<file path="src/sv/efq_pkg.sv">
// Package for the event fanout queue block: sizes, field widths, op codes,
// sequencer states and the control structs between sequencer and queue control.
// No dependencies.
`timescale 1ns / 1ps

package efq_pkg;

  // Sizing
  localparam int NUM_EVENT_TYPES     = 16;
  localparam int LISTENERS_PER_EVENT = 4;
  localparam int QUEUE_DEPTH         = 8;
  localparam int NUM_QUEUES          = 8;

  // Item field widths
  localparam int OP_W      = 2;
  localparam int EVENT_W   = 4;
  localparam int QUEUE_W   = 3;
  localparam int DELIV_W   = 3;
  localparam int DELIV_MAX = 7;

  // Derived widths
  localparam int EV_AW  = (NUM_EVENT_TYPES > 1) ? $clog2(NUM_EVENT_TYPES) : 1;
  localparam int QI_W   = (NUM_QUEUES > 1) ? $clog2(NUM_QUEUES) : 1;
  localparam int PTR_W  = (QUEUE_DEPTH > 1) ? $clog2(QUEUE_DEPTH) : 1;
  localparam int LC_W   = $clog2(LISTENERS_PER_EVENT + 1);
  localparam int LT_DEPTH = NUM_EVENT_TYPES * LISTENERS_PER_EVENT;
  localparam int LT_AW  = (LT_DEPTH > 1) ? $clog2(LT_DEPTH) : 1;
  localparam int QS_DEPTH = NUM_QUEUES * QUEUE_DEPTH;
  localparam int QS_AW  = (QS_DEPTH > 1) ? $clog2(QS_DEPTH) : 1;

  typedef enum logic [OP_W-1:0] {
    OP_SUBSCRIBE = 2'd0,
    OP_PUBLISH   = 2'd1,
    OP_POP       = 2'd2,
    OP_INIT      = 2'd3
  } op_t;

  typedef enum logic [4:0] {
    S_IDLE     = 5'b00001,
    S_DISPATCH = 5'b00010,
    S_LWAIT    = 5'b00100,
    S_POPWAIT  = 5'b01000,
    S_FIN      = 5'b10000
  } state_t;

  // Command to the queue pointer unit
  typedef struct packed {
    logic [QI_W-1:0] sel;
    logic            push;
    logic            pop;
    logic            init;
  } qcmd_t;

  // Status of the selected queue
  typedef struct packed {
    logic             full;
    logic             empty;
    logic [PTR_W-1:0] wp;
    logic [PTR_W-1:0] rp;
  } qstat_t;

endpackage

</file>
<file path="src/sv/efq_if.sv">
// Valid/ready channel interfaces for the event fanout queue block.
// Depends on efq_pkg for field widths.
`timescale 1ns / 1ps

interface efq_in_if import efq_pkg::*; ();
  logic               valid;
  logic               ready;
  logic [OP_W-1:0]    op;
  logic [EVENT_W-1:0] event_id;
  logic [QUEUE_W-1:0] queue_id;

  modport source (output valid, op, event_id, queue_id, input ready);
  modport sink   (input valid, op, event_id, queue_id, output ready);
endinterface

interface efq_out_if import efq_pkg::*; ();
  logic               valid;
  logic               ready;
  logic [EVENT_W-1:0] event_out;
  logic               got_event;
  logic               refused;
  logic [DELIV_W-1:0] delivered;

  modport source (output valid, event_out, got_event, refused, delivered, input ready);
  modport sink   (input valid, event_out, got_event, refused, delivered, output ready);
endinterface

</file>
<file path="src/sv/efq_ram.sv">
// Generic single-write, single-read RAM with registered read data.
// No dependencies.
`timescale 1ns / 1ps

module efq_ram #(
  parameter int DW    = 4,
  parameter int DEPTH = 64,
  parameter int AW    = (DEPTH > 1) ? $clog2(DEPTH) : 1
) (
  input  logic          clk,
  input  logic          we,
  input  logic [AW-1:0] waddr,
  input  logic [DW-1:0] wdata,
  input  logic [AW-1:0] raddr,
  output logic [DW-1:0] rdata
);

  logic [DW-1:0] mem [DEPTH];

  // Write port
  always_ff @(posedge clk) begin
    if (we) begin
      mem[waddr] <= wdata;
    end
  end

  // Registered read port
  always_ff @(posedge clk) begin
    rdata <= mem[raddr];
  end

endmodule

</file>
<file path="src/sv/efq_qctl.sv">
// Queue pointer unit: write/read pointers and full flags of all queues, one
// shared increment-and-compare path applied to the selected queue.
// Depends on efq_pkg.
`timescale 1ns / 1ps

module efq_qctl import efq_pkg::*; (
  input  logic   clk,
  input  logic   rst_n,
  input  qcmd_t  cmd,
  output qstat_t stat
);

  logic [PTR_W-1:0] wp_r   [NUM_QUEUES];
  logic [PTR_W-1:0] rp_r   [NUM_QUEUES];
  logic             full_r [NUM_QUEUES];

  logic [PTR_W-1:0] wp_sel;
  logic [PTR_W-1:0] rp_sel;
  logic             full_sel;
  logic [PTR_W-1:0] ptr_in;
  logic [PTR_W-1:0] ptr_inc;

  // Read the selected queue
  assign wp_sel   = wp_r[cmd.sel];
  assign rp_sel   = rp_r[cmd.sel];
  assign full_sel = full_r[cmd.sel];

  assign stat.wp    = wp_sel;
  assign stat.rp    = rp_sel;
  assign stat.full  = full_sel;
  assign stat.empty = !full_sel && (wp_sel == rp_sel);

  // Shared pointer increment, wrapping at the queue depth
  assign ptr_in  = cmd.push ? wp_sel : rp_sel;
  assign ptr_inc = (int'(ptr_in) == QUEUE_DEPTH - 1) ? '0 : PTR_W'(ptr_in + 1'b1);

  // Update the selected queue
  always_ff @(posedge clk) begin
    if (!rst_n) begin
      for (int i = 0; i < NUM_QUEUES; i++) begin
        wp_r[i]   <= '0;
        rp_r[i]   <= '0;
        full_r[i] <= 1'b0;
      end
    end else if (cmd.init) begin
      wp_r[cmd.sel]   <= '0;
      rp_r[cmd.sel]   <= '0;
      full_r[cmd.sel] <= 1'b0;
    end else if (cmd.push) begin
      wp_r[cmd.sel]   <= ptr_inc;
      full_r[cmd.sel] <= (ptr_inc == rp_sel);
    end else if (cmd.pop) begin
      rp_r[cmd.sel]   <= ptr_inc;
      full_r[cmd.sel] <= 1'b0;
    end
  end

endmodule

</file>
<file path="src/sv/efq_seq.sv">
// Sequencer: takes one item, runs the subscribe, publish, pop or init steps
// against the listener table, the queue store and the pointer unit, and holds
// the result in an output register. Depends on efq_pkg and efq_if.
`timescale 1ns / 1ps

module efq_seq import efq_pkg::*; (
  input  logic                clk,
  input  logic                rst_n,
  efq_in_if.sink              in_ch,
  efq_out_if.source           out_ch,
  // listener table
  output logic                lt_we,
  output logic [LT_AW-1:0]    lt_waddr,
  output logic [QUEUE_W-1:0]  lt_wdata,
  output logic [LT_AW-1:0]    lt_raddr,
  input  logic [QUEUE_W-1:0]  lt_rdata,
  // queue store
  output logic                qs_we,
  output logic [QS_AW-1:0]    qs_waddr,
  output logic [EVENT_W-1:0]  qs_wdata,
  output logic [QS_AW-1:0]    qs_raddr,
  input  logic [EVENT_W-1:0]  qs_rdata,
  // pointer unit
  output qcmd_t               qcmd,
  input  qstat_t              qstat
);

  function automatic logic [LT_AW-1:0] lt_addr(input logic [EV_AW-1:0] ev,
                                               input logic [LC_W-1:0] li);
    lt_addr = LT_AW'(int'(ev) * LISTENERS_PER_EVENT + int'(li));
  endfunction

  function automatic logic [QS_AW-1:0] qs_addr(input logic [QI_W-1:0] qi,
                                               input logic [PTR_W-1:0] ptr);
    qs_addr = QS_AW'(int'(qi) * QUEUE_DEPTH + int'(ptr));
  endfunction

  state_t             state_r, state_nxt;
  op_t                op_r, op_nxt;
  logic [EVENT_W-1:0] ev_r, ev_nxt;
  logic [QUEUE_W-1:0] q_r, q_nxt;
  logic [LC_W-1:0]    idx_r, idx_nxt;
  logic [LC_W-1:0]    cnt_r, cnt_nxt;
  logic [LC_W-1:0]    dcnt_r, dcnt_nxt;
  logic [EVENT_W-1:0] evout_r, evout_nxt;
  logic               got_r, got_nxt;
  logic               ref_r, ref_nxt;

  logic [LC_W-1:0]    lcnt_r [NUM_EVENT_TYPES];
  logic               lcnt_we;

  logic               out_valid_r, out_valid_nxt;
  logic [EVENT_W-1:0] out_event_r, out_event_nxt;
  logic               out_got_r, out_got_nxt;
  logic               out_ref_r, out_ref_nxt;
  logic [DELIV_W-1:0] out_deliv_r, out_deliv_nxt;

  logic [EV_AW-1:0]   ev_idx;
  logic [QI_W-1:0]    q_idx;
  logic [QI_W-1:0]    tgt_idx;
  logic [LC_W-1:0]    lcnt_cur;
  logic [LC_W-1:0]    idx_inc;
  logic               ev_ok;
  logic               q_ok;
  logic               tgt_ok;

  assign ev_idx   = EV_AW'(ev_r);
  assign q_idx    = QI_W'(q_r);
  assign tgt_idx  = QI_W'(lt_rdata);
  assign lcnt_cur = lcnt_r[ev_idx];
  assign idx_inc  = LC_W'(idx_r + 1'b1);
  assign ev_ok    = int'(ev_r) < NUM_EVENT_TYPES;
  assign q_ok     = int'(q_r) < NUM_QUEUES;
  assign tgt_ok   = int'(lt_rdata) < NUM_QUEUES;

  assign in_ch.ready      = (state_r == S_IDLE);
  assign out_ch.valid     = out_valid_r;
  assign out_ch.event_out = out_event_r;
  assign out_ch.got_event = out_got_r;
  assign out_ch.refused   = out_ref_r;
  assign out_ch.delivered = out_deliv_r;

  // Sequence the steps of one item
  always_comb begin
    state_nxt     = state_r;
    op_nxt        = op_r;
    ev_nxt        = ev_r;
    q_nxt         = q_r;
    idx_nxt       = idx_r;
    cnt_nxt       = cnt_r;
    dcnt_nxt      = dcnt_r;
    evout_nxt     = evout_r;
    got_nxt       = got_r;
    ref_nxt       = ref_r;
    lcnt_we       = 1'b0;
    lt_we         = 1'b0;
    lt_waddr      = lt_addr(ev_idx, lcnt_cur);
    lt_wdata      = q_r;
    lt_raddr      = lt_addr(ev_idx, '0);
    qs_we         = 1'b0;
    qs_waddr      = qs_addr(tgt_idx, qstat.wp);
    qs_wdata      = ev_r;
    qs_raddr      = qs_addr(q_idx, qstat.rp);
    qcmd          = '0;
    qcmd.sel      = q_idx;
    out_valid_nxt = out_valid_r && !out_ch.ready;
    out_event_nxt = out_event_r;
    out_got_nxt   = out_got_r;
    out_ref_nxt   = out_ref_r;
    out_deliv_nxt = out_deliv_r;

    case (state_r)
      S_IDLE: begin
        if (in_ch.valid) begin
          op_nxt    = op_t'(in_ch.op);
          ev_nxt    = in_ch.event_id;
          q_nxt     = in_ch.queue_id;
          idx_nxt   = '0;
          cnt_nxt   = '0;
          dcnt_nxt  = '0;
          evout_nxt = '0;
          got_nxt   = 1'b0;
          ref_nxt   = 1'b0;
          state_nxt = S_DISPATCH;
        end
      end
      S_DISPATCH: begin
        case (op_r)
          OP_SUBSCRIBE: begin
            if (!ev_ok || !q_ok || int'(lcnt_cur) >= LISTENERS_PER_EVENT) begin
              ref_nxt = 1'b1;
            end else begin
              lt_we   = 1'b1;
              lcnt_we = 1'b1;
            end
            state_nxt = S_FIN;
          end
          OP_PUBLISH: begin
            // Issue the first listener read; the walk runs in S_LWAIT
            if (ev_ok && lcnt_cur != '0) begin
              cnt_nxt   = lcnt_cur;
              state_nxt = S_LWAIT;
            end else begin
              state_nxt = S_FIN;
            end
          end
          OP_POP: begin
            if (!q_ok || qstat.empty) begin
              ref_nxt   = 1'b1;
              state_nxt = S_FIN;
            end else begin
              qcmd.pop  = 1'b1;
              got_nxt   = 1'b1;
              state_nxt = S_POPWAIT;
            end
          end
          OP_INIT: begin
            qcmd.init = q_ok;
            state_nxt = S_FIN;
          end
          default: state_nxt = S_FIN;
        endcase
      end
      S_LWAIT: begin
        // Push into the listed queue unless it is full, read the next entry
        qcmd.sel = tgt_idx;
        if (tgt_ok && !qstat.full) begin
          qcmd.push = 1'b1;
          qs_we     = 1'b1;
          dcnt_nxt  = LC_W'(dcnt_r + 1'b1);
        end
        idx_nxt  = idx_inc;
        lt_raddr = lt_addr(ev_idx, idx_inc);
        if (idx_inc >= cnt_r) begin
          state_nxt = S_FIN;
        end
      end
      S_POPWAIT: begin
        evout_nxt = qs_rdata;
        state_nxt = S_FIN;
      end
      S_FIN: begin
        // Hand the result to the output register once it is free
        if (!out_valid_r || out_ch.ready) begin
          out_valid_nxt = 1'b1;
          out_event_nxt = evout_r;
          out_got_nxt   = got_r;
          out_ref_nxt   = ref_r;
          out_deliv_nxt = (int'(dcnt_r) > DELIV_MAX) ? DELIV_W'(DELIV_MAX)
                                                     : DELIV_W'(dcnt_r);
          state_nxt     = S_IDLE;
        end
      end
      default: state_nxt = S_IDLE;
    endcase
  end

  // Control registers
  always_ff @(posedge clk) begin
    if (!rst_n) begin
      state_r     <= S_IDLE;
      out_valid_r <= 1'b0;
    end else begin
      state_r     <= state_nxt;
      out_valid_r <= out_valid_nxt;
    end
  end

  // Listener counts
  always_ff @(posedge clk) begin
    if (!rst_n) begin
      for (int i = 0; i < NUM_EVENT_TYPES; i++) begin
        lcnt_r[i] <= '0;
      end
    end else if (lcnt_we) begin
      lcnt_r[ev_idx] <= LC_W'(lcnt_cur + 1'b1);
    end
  end

  // Working and result payload
  always_ff @(posedge clk) begin
    op_r        <= op_nxt;
    ev_r        <= ev_nxt;
    q_r         <= q_nxt;
    idx_r       <= idx_nxt;
    cnt_r       <= cnt_nxt;
    dcnt_r      <= dcnt_nxt;
    evout_r     <= evout_nxt;
    got_r       <= got_nxt;
    ref_r       <= ref_nxt;
    out_event_r <= out_event_nxt;
    out_got_r   <= out_got_nxt;
    out_ref_r   <= out_ref_nxt;
    out_deliv_r <= out_deliv_nxt;
  end

endmodule

</file>
<file path="src/sv/event_fanout_queue_bus.sv">
// Event fanout queue block, top level.
// Use: items arrive on in_bus (op, event_id, queue_id); one result per item
// leaves on out_bus (event_out, got_event, refused, delivered). Both are
// valid/ready channels; an item moves when valid and ready are high at a
// rising clock edge.
// Ops: subscribe appends queue_id to event_id's listener list, refused when
// full; publish pushes event_id into each listed queue in order, skipping
// full queues, and reports the count; pop returns a queue's oldest event or
// refused when empty; init empties a queue.
// Timing: one item at a time. in_bus.ready is high only while the sequencer
// is idle. After acceptance, subscribe and init pass through dispatch and the
// final step, pop adds a wait for the queue store read, and publish adds one
// listener step per entry of the event's list (one listener table read and,
// unless the queue is full, one queue push per cycle through the shared
// pointer unit). The result is registered in the final step.
// Stall: the result sits in an output register; a new item is accepted while
// it waits, and that item's result waits in its last step until it frees.
// Reset (rst_n low, synchronous): all listener lists and queues empty, no
// result pending. Table and queue storage is not cleared and needs no pass.
// Depends on efq_pkg, efq_if, efq_ram, efq_qctl and efq_seq.
`timescale 1ns / 1ps

module event_fanout_queue_bus import efq_pkg::*; (
  input  logic      clk,
  input  logic      rst_n,
  efq_in_if.sink    in_bus,
  efq_out_if.source out_bus
);

  logic               lt_we;
  logic [LT_AW-1:0]   lt_waddr;
  logic [QUEUE_W-1:0] lt_wdata;
  logic [LT_AW-1:0]   lt_raddr;
  logic [QUEUE_W-1:0] lt_rdata;
  logic               qs_we;
  logic [QS_AW-1:0]   qs_waddr;
  logic [EVENT_W-1:0] qs_wdata;
  logic [QS_AW-1:0]   qs_raddr;
  logic [EVENT_W-1:0] qs_rdata;
  qcmd_t              qcmd;
  qstat_t             qstat;

  // Sequencer
  efq_seq u_seq (
    .clk      (clk),
    .rst_n    (rst_n),
    .in_ch    (in_bus),
    .out_ch   (out_bus),
    .lt_we    (lt_we),
    .lt_waddr (lt_waddr),
    .lt_wdata (lt_wdata),
    .lt_raddr (lt_raddr),
    .lt_rdata (lt_rdata),
    .qs_we    (qs_we),
    .qs_waddr (qs_waddr),
    .qs_wdata (qs_wdata),
    .qs_raddr (qs_raddr),
    .qs_rdata (qs_rdata),
    .qcmd     (qcmd),
    .qstat    (qstat)
  );

  // Listener table: queue ids per event type and slot
  efq_ram #(.DW(QUEUE_W), .DEPTH(LT_DEPTH), .AW(LT_AW)) u_lt_ram (
    .clk   (clk),
    .we    (lt_we),
    .waddr (lt_waddr),
    .wdata (lt_wdata),
    .raddr (lt_raddr),
    .rdata (lt_rdata)
  );

  // Queue store: ring buffer slots of all queues
  efq_ram #(.DW(EVENT_W), .DEPTH(QS_DEPTH), .AW(QS_AW)) u_qs_ram (
    .clk   (clk),
    .we    (qs_we),
    .waddr (qs_waddr),
    .wdata (qs_wdata),
    .raddr (qs_raddr),
    .rdata (qs_rdata)
  );

  // Queue pointers and full flags
  efq_qctl u_qctl (
    .clk   (clk),
    .rst_n (rst_n),
    .cmd   (qcmd),
    .stat  (qstat)
  );

endmodule

</file>
<file path="src/flat_wrapper.sv">
// flat-port wrapper written by rule: the top's interface ports become plain ports
module event_fanout_queue_bus_flat import efq_pkg::*;
  (clk, rst_n, in_bus_valid, in_bus_op, in_bus_event_id, in_bus_queue_id, in_bus_ready, out_bus_valid, out_bus_event_out, out_bus_got_event, out_bus_refused, out_bus_delivered, out_bus_ready);
  efq_in_if in_bus_i ();
  efq_out_if out_bus_i ();
  input  logic clk;
  input  logic rst_n;
  input wire logic [$bits(in_bus_i.valid)-1:0] in_bus_valid;
  input wire logic [$bits(in_bus_i.op)-1:0] in_bus_op;
  input wire logic [$bits(in_bus_i.event_id)-1:0] in_bus_event_id;
  input wire logic [$bits(in_bus_i.queue_id)-1:0] in_bus_queue_id;
  output wire logic [$bits(in_bus_i.ready)-1:0] in_bus_ready;
  output wire logic [$bits(out_bus_i.valid)-1:0] out_bus_valid;
  output wire logic [$bits(out_bus_i.event_out)-1:0] out_bus_event_out;
  output wire logic [$bits(out_bus_i.got_event)-1:0] out_bus_got_event;
  output wire logic [$bits(out_bus_i.refused)-1:0] out_bus_refused;
  output wire logic [$bits(out_bus_i.delivered)-1:0] out_bus_delivered;
  input wire logic [$bits(out_bus_i.ready)-1:0] out_bus_ready;
  assign in_bus_i.valid = in_bus_valid;
  assign in_bus_i.op = in_bus_op;
  assign in_bus_i.event_id = in_bus_event_id;
  assign in_bus_i.queue_id = in_bus_queue_id;
  assign in_bus_ready = in_bus_i.ready;
  assign out_bus_valid = out_bus_i.valid;
  assign out_bus_event_out = out_bus_i.event_out;
  assign out_bus_got_event = out_bus_i.got_event;
  assign out_bus_refused = out_bus_i.refused;
  assign out_bus_delivered = out_bus_i.delivered;
  assign out_bus_i.ready = out_bus_ready;
  event_fanout_queue_bus u_core (.clk(clk), .rst_n(rst_n), .in_bus(in_bus_i), .out_bus(out_bus_i));
endmodule
</file>
<file path="config.mk">
export PLATFORM = sky130hd
export DESIGN_NAME = event_fanout_queue_bus_flat
export DESIGN_NICKNAME = d
export VERILOG_FILES = /design/src/sv/efq_pkg.sv /design/src/sv/efq_if.sv /design/src/sv/efq_ram.sv /design/src/sv/efq_qctl.sv /design/src/sv/efq_seq.sv /design/src/sv/event_fanout_queue_bus.sv /design/src/flat_wrapper.sv
export SDC_FILE = /design/constraint.sdc
export NUM_CORES = 1
export LEC_CHECK = 0
export BUFFER_PORTS_ARGS = -buffer_cell sky130_fd_sc_hd__buf_4
export CORE_ASPECT_RATIO = 0.8
export CORE_MARGIN = 3
export CORE_UTILIZATION = 62
export CTS_CLUSTER_SIZE = 16
export DETAILED_ROUTE_END_ITERATION = 12
export PLACE_DENSITY = 0.78
export SLEW_MARGIN = 30
export SYNTH_ARGS = -nofsm -noshare
export SYNTH_HDL_FRONTEND = slang
export SYNTH_SLANG_ARGS = --single-unit
</file>
<file path="constraint.sdc">
create_clock -name clk -period 13.5 [get_ports clk]
set_clock_uncertainty 0.05 [all_clocks]
set_input_delay 0 -clock clk [delete_from_list [all_inputs] [get_ports clk]]
set_output_delay 0 -clock clk [all_outputs]
set_load 0.1 [all_outputs]
</file>
==> results.md <==
- Outcome: complete, no violations
- Initial Util: 0.634
- Multi-input logic area: 7680 µm²
- Reg2reg start: u_core.u_seq.state_r[4]
- Met2 Use GR: 0.409
- Initial antenna violation count: 2
- Worst hold-check path type: in2reg
- Max-cap violations: 0
- Initial DRC count: 2465
- Met3 usage: 0.0642
- Post-DP HPWL: 39200 µm
- Die W: 235 µm
- Worst IR drop on VDD: 89.8 µV
- Synthesis Warnings: 0
- Crit Path Max Fanout: 72
- Post-Layout Cell Count: 2520
- Distinct cells, synth: 77
- Comb power frac: 0.107
- First-pass GRT wire length: 95600 µm
- Cell area power density: 143 nW/µm²
- Most frequent cells in the layout: edfxtp_1, nor2_1, nand2_1
- CP startpoint kind: flip-flop
- GR Util met1: 0.423
- Critical setup path kind: reg2reg
- CTS Hold Bufs: 13
- CTS tree: done
- Nets: about 2000
- Hold WS: 0.0734 ns
- Fin crit share: 0.394
- Hold_sp: in_bus_op[0]
- Area Overhead vs Synth: 9.77%
- Sequential cell area: 17800 µm²
- Crit path required time: between 10 and 15 ns
- Power share of the sequential group: 0.513
- Vias per std cell: 6.66
- Sw Share: 0.246
- Clock root cell: clkbuf_16
- Largest net degree at the start of global routing: 99
- Wirelength per Cell: 24.5 µm
- Post-synth EDFFs: between 500 and 600
- Fin. Hold Viols: 0
- Fin crit period: 5.33 ns
- Final wirelength: a little over 60000 µm
- Placed cells: 2407
- Total grt overflow: 0
- CP arrival: 5.75 ns
- Clk_lat worst skew: 0.61 ns
- CTS buffer count: 56
- Power Internal: 3.10 mW
- Most used routing layer: met1
- DRT Pass-1 Iters: 6
- Lkg Pwr: 9.55 nW
- Syn nets: 1952
- Clock power frac: 0.379
- DIE AREA: 44600 µm²
- Worst-margin pin slew: 0.967 ns
- H-tree levels: 2
- Worst r2r dst: u_core.u_qs_ram.rdata[2]
- Asr flop ratio synth: 0
- Worst-path clk slew: 0.07 ns
- GP Congestion: 1.01
- Fillers: approximately 2600
- Die height: 189 µm
- Unrepaired setup endpoints after global routing: false
- Share of layout cells above drive strength 1: 0.109
- R2R setup slack: 8.17 ns
- Final slew viol count: 0
- Seq/Total Area, Yosys: 0.683
- Mapped cell area: 26100 µm²
- Post-route ant nets: 0
- Crit end category: flip-flop
- Port bufs: 23
- Setup_tns: 0 ns
- Most common flop cell mapped by yosys: edfxtp_1
- CTS sink count: 602
- Hold depth: 2
- Highest clock rate: 188 MHz
- Syn avg cell area: around 14 µm²
- Tot GR Track Use: 0.279
- Ports: 24
- Core area: 41100 µm²
- Clock buffer depth: 3
- Setup repair bufs after CTS: 0
- Vias in the first global route: 16200
- Worst r2r path cells: 10
- Post-Layout Inst Area: 28600 µm²
- Cell Area, Placed: 26700 µm²
- Row count: 66
- Yosys reg bits: 602
- Most common library cell in the layout ignoring fill and taps: edfxtp_1
- Vias: 16800
- Worst hold path endpoint: u_core.u_seq.op_r[0]
- Mapped Cells: 1923
- DRC Markers: 0
- CTS resizes: 0
- P_sw: between 1 and 1.5 mW
- Diodes inserted: 0
- Final setup fails: 0
- Slew margin rel.: 0.355
## per-layer routing
| layer | wire length (µm) | up-vias |
|---|---|---|
| li1 | - | 7335 |
| met1 | 25300 | 8184 |
| met2 | 27200 | 1105 |
| met3 | 7570 | 149 |
| met4 | 1670 | 4 |
| met5 | 27 | - |
## state kept, by name, indices dropped and copies added, names as in the netlist, 4 cells and up, named ones only
name and flops:
u_core.u_qctl.wp_r 24, u_core.u_seq.evout_r 4, u_core.u_qctl.rp_r 24, u_core.u_qs_ram.rdata 4
u_core.u_seq.qs_wdata 4, u_core.u_lt_ram.mem 192, u_core.u_seq.out_ch.event_out 4, u_core.u_seq.lcnt_r 48
u_core.u_qs_ram.mem 256, u_core.u_seq.state_r 5, u_core.u_qctl.full_r 8
## synthesized netlist by cell type, types with 5 or more instances
cell,instances,area [µm²]
a311oi_1,6,52.6
clkbuf_1,73,274
nand3_1,47,235
ha_1,16,200
edfxtp_1,577,17300
buf_4,6,45.0
o221ai_1,5,43.8
nor2b_1,13,81.3
xnor2_1,7,61.3
o21ai_0,31,155
nor4_1,5,31.3
a22oi_1,15,113
nand2_1,230,863
nand3b_1,6,45.0
and2_1,12,75.1
nor2_1,239,897
buf_2,18,90.1
o2111a_1,9,101
dfxtp_1,25,500
buf_6,5,56.3
nor3_1,49,245
and3_1,17,106
a31oi_1,13,81.3
o311ai_0,25,219
o31ai_1,7,52.6
a21oi_1,87,435
inv_1,44,165
mux2i_1,61,611
a211o_1,30,263
mux4_2,52,1170
or2_2,5,31.3
nand2b_1,42,263
a211oi_1,26,195
a21boi_0,7,52.6
o22ai_1,24,150
or3_1,5,31.3
nand4_1,6,37.5
o211ai_1,7,52.6
nor2_2,10,62.6
## worst max-delay path, cell delays in order, from the launching register on
cell      delay (ns)
dfxtp_1         0.37
nor3_4          0.79
nand2_1         0.41
a32oi_1         0.43
o32a_2          0.23
buf_4           0.62
buf_4           0.84
mux4_2          0.61
o211a_1         0.23
a311oi_1        0.35
o211ai_1        0.17
## worst max path at each step
stage / startpoint / endpoint / slack (ns) / depth (start not counted)
after floorplan: u_core.u_seq.lt_wdata[1] / u_core.u_qctl.full_r[0] / 9.04 / 18
after global placement: u_core.u_seq.state_r[4] / u_core.u_qs_ram.rdata[2] / 8.49 / 10
after detailed placement: u_core.u_seq.state_r[4] / u_core.u_qs_ram.rdata[2] / 8.31 / 10
after CTS: u_core.u_seq.state_r[4] / u_core.u_qs_ram.rdata[2] / 8.32 / 10
after global routing: u_core.u_seq.state_r[4] / u_core.u_qs_ram.rdata[2] / 7.96 / 10
final: u_core.u_seq.state_r[4] / u_core.u_qs_ram.rdata[2] / 8.17 / 10
## layout make-up
type / instances / area share
well taps: 544 / 0.0238
multi-input cells: 1172 / 0.268
repair buffers: 57 / 0.0168
clock inverters: 34 / 0.0110
inverters: 45 / 0.00590
flip-flops and latches: 602 / 0.623
clock buffers: 66 / 0.0517
## cells by family (layout without fill, tap and decap cells)
kind of cell	Yosys count	after routing	share of synthesized area
xor gates and xnor gates	12	12	0.00432
muxes	117	117	0.0700
adders and majority gates	16	16	0.00767
AOI/OAI and AO/OA	332	332	0.0916
and+or+nand+nor	695	695	0.118
DFF	602	602	0.683
buffers and inverters	149	202	0.0246
## power groups by stage
stage / combinational, mW / clock [mW] / sequential (mW)
after floorplan: 0.290 / 0 / 2.14
after global placement: 0.420 / 0 / 2.15
after detailed placement: 0.429 / 0 / 2.15
after global routing: 0.473 / 1.64 / 2.11
after CTS: 0.435 / 1.57 / 2.11
final: 0.442 / 1.56 / 2.11
## metrics by stage
step	utilization	total power [mW]	setup WS [ns]
final	0.696	4.11	8.17
after detailed placement	0.649	2.58	8.31
after global routing	0.696	4.23	7.96
after CTS	0.696	4.11	8.32
after floorplan	-	2.43	9.04
after global placement	0.648	2.57	8.49
No activity file was read; power rests on OpenSTA's default activity.
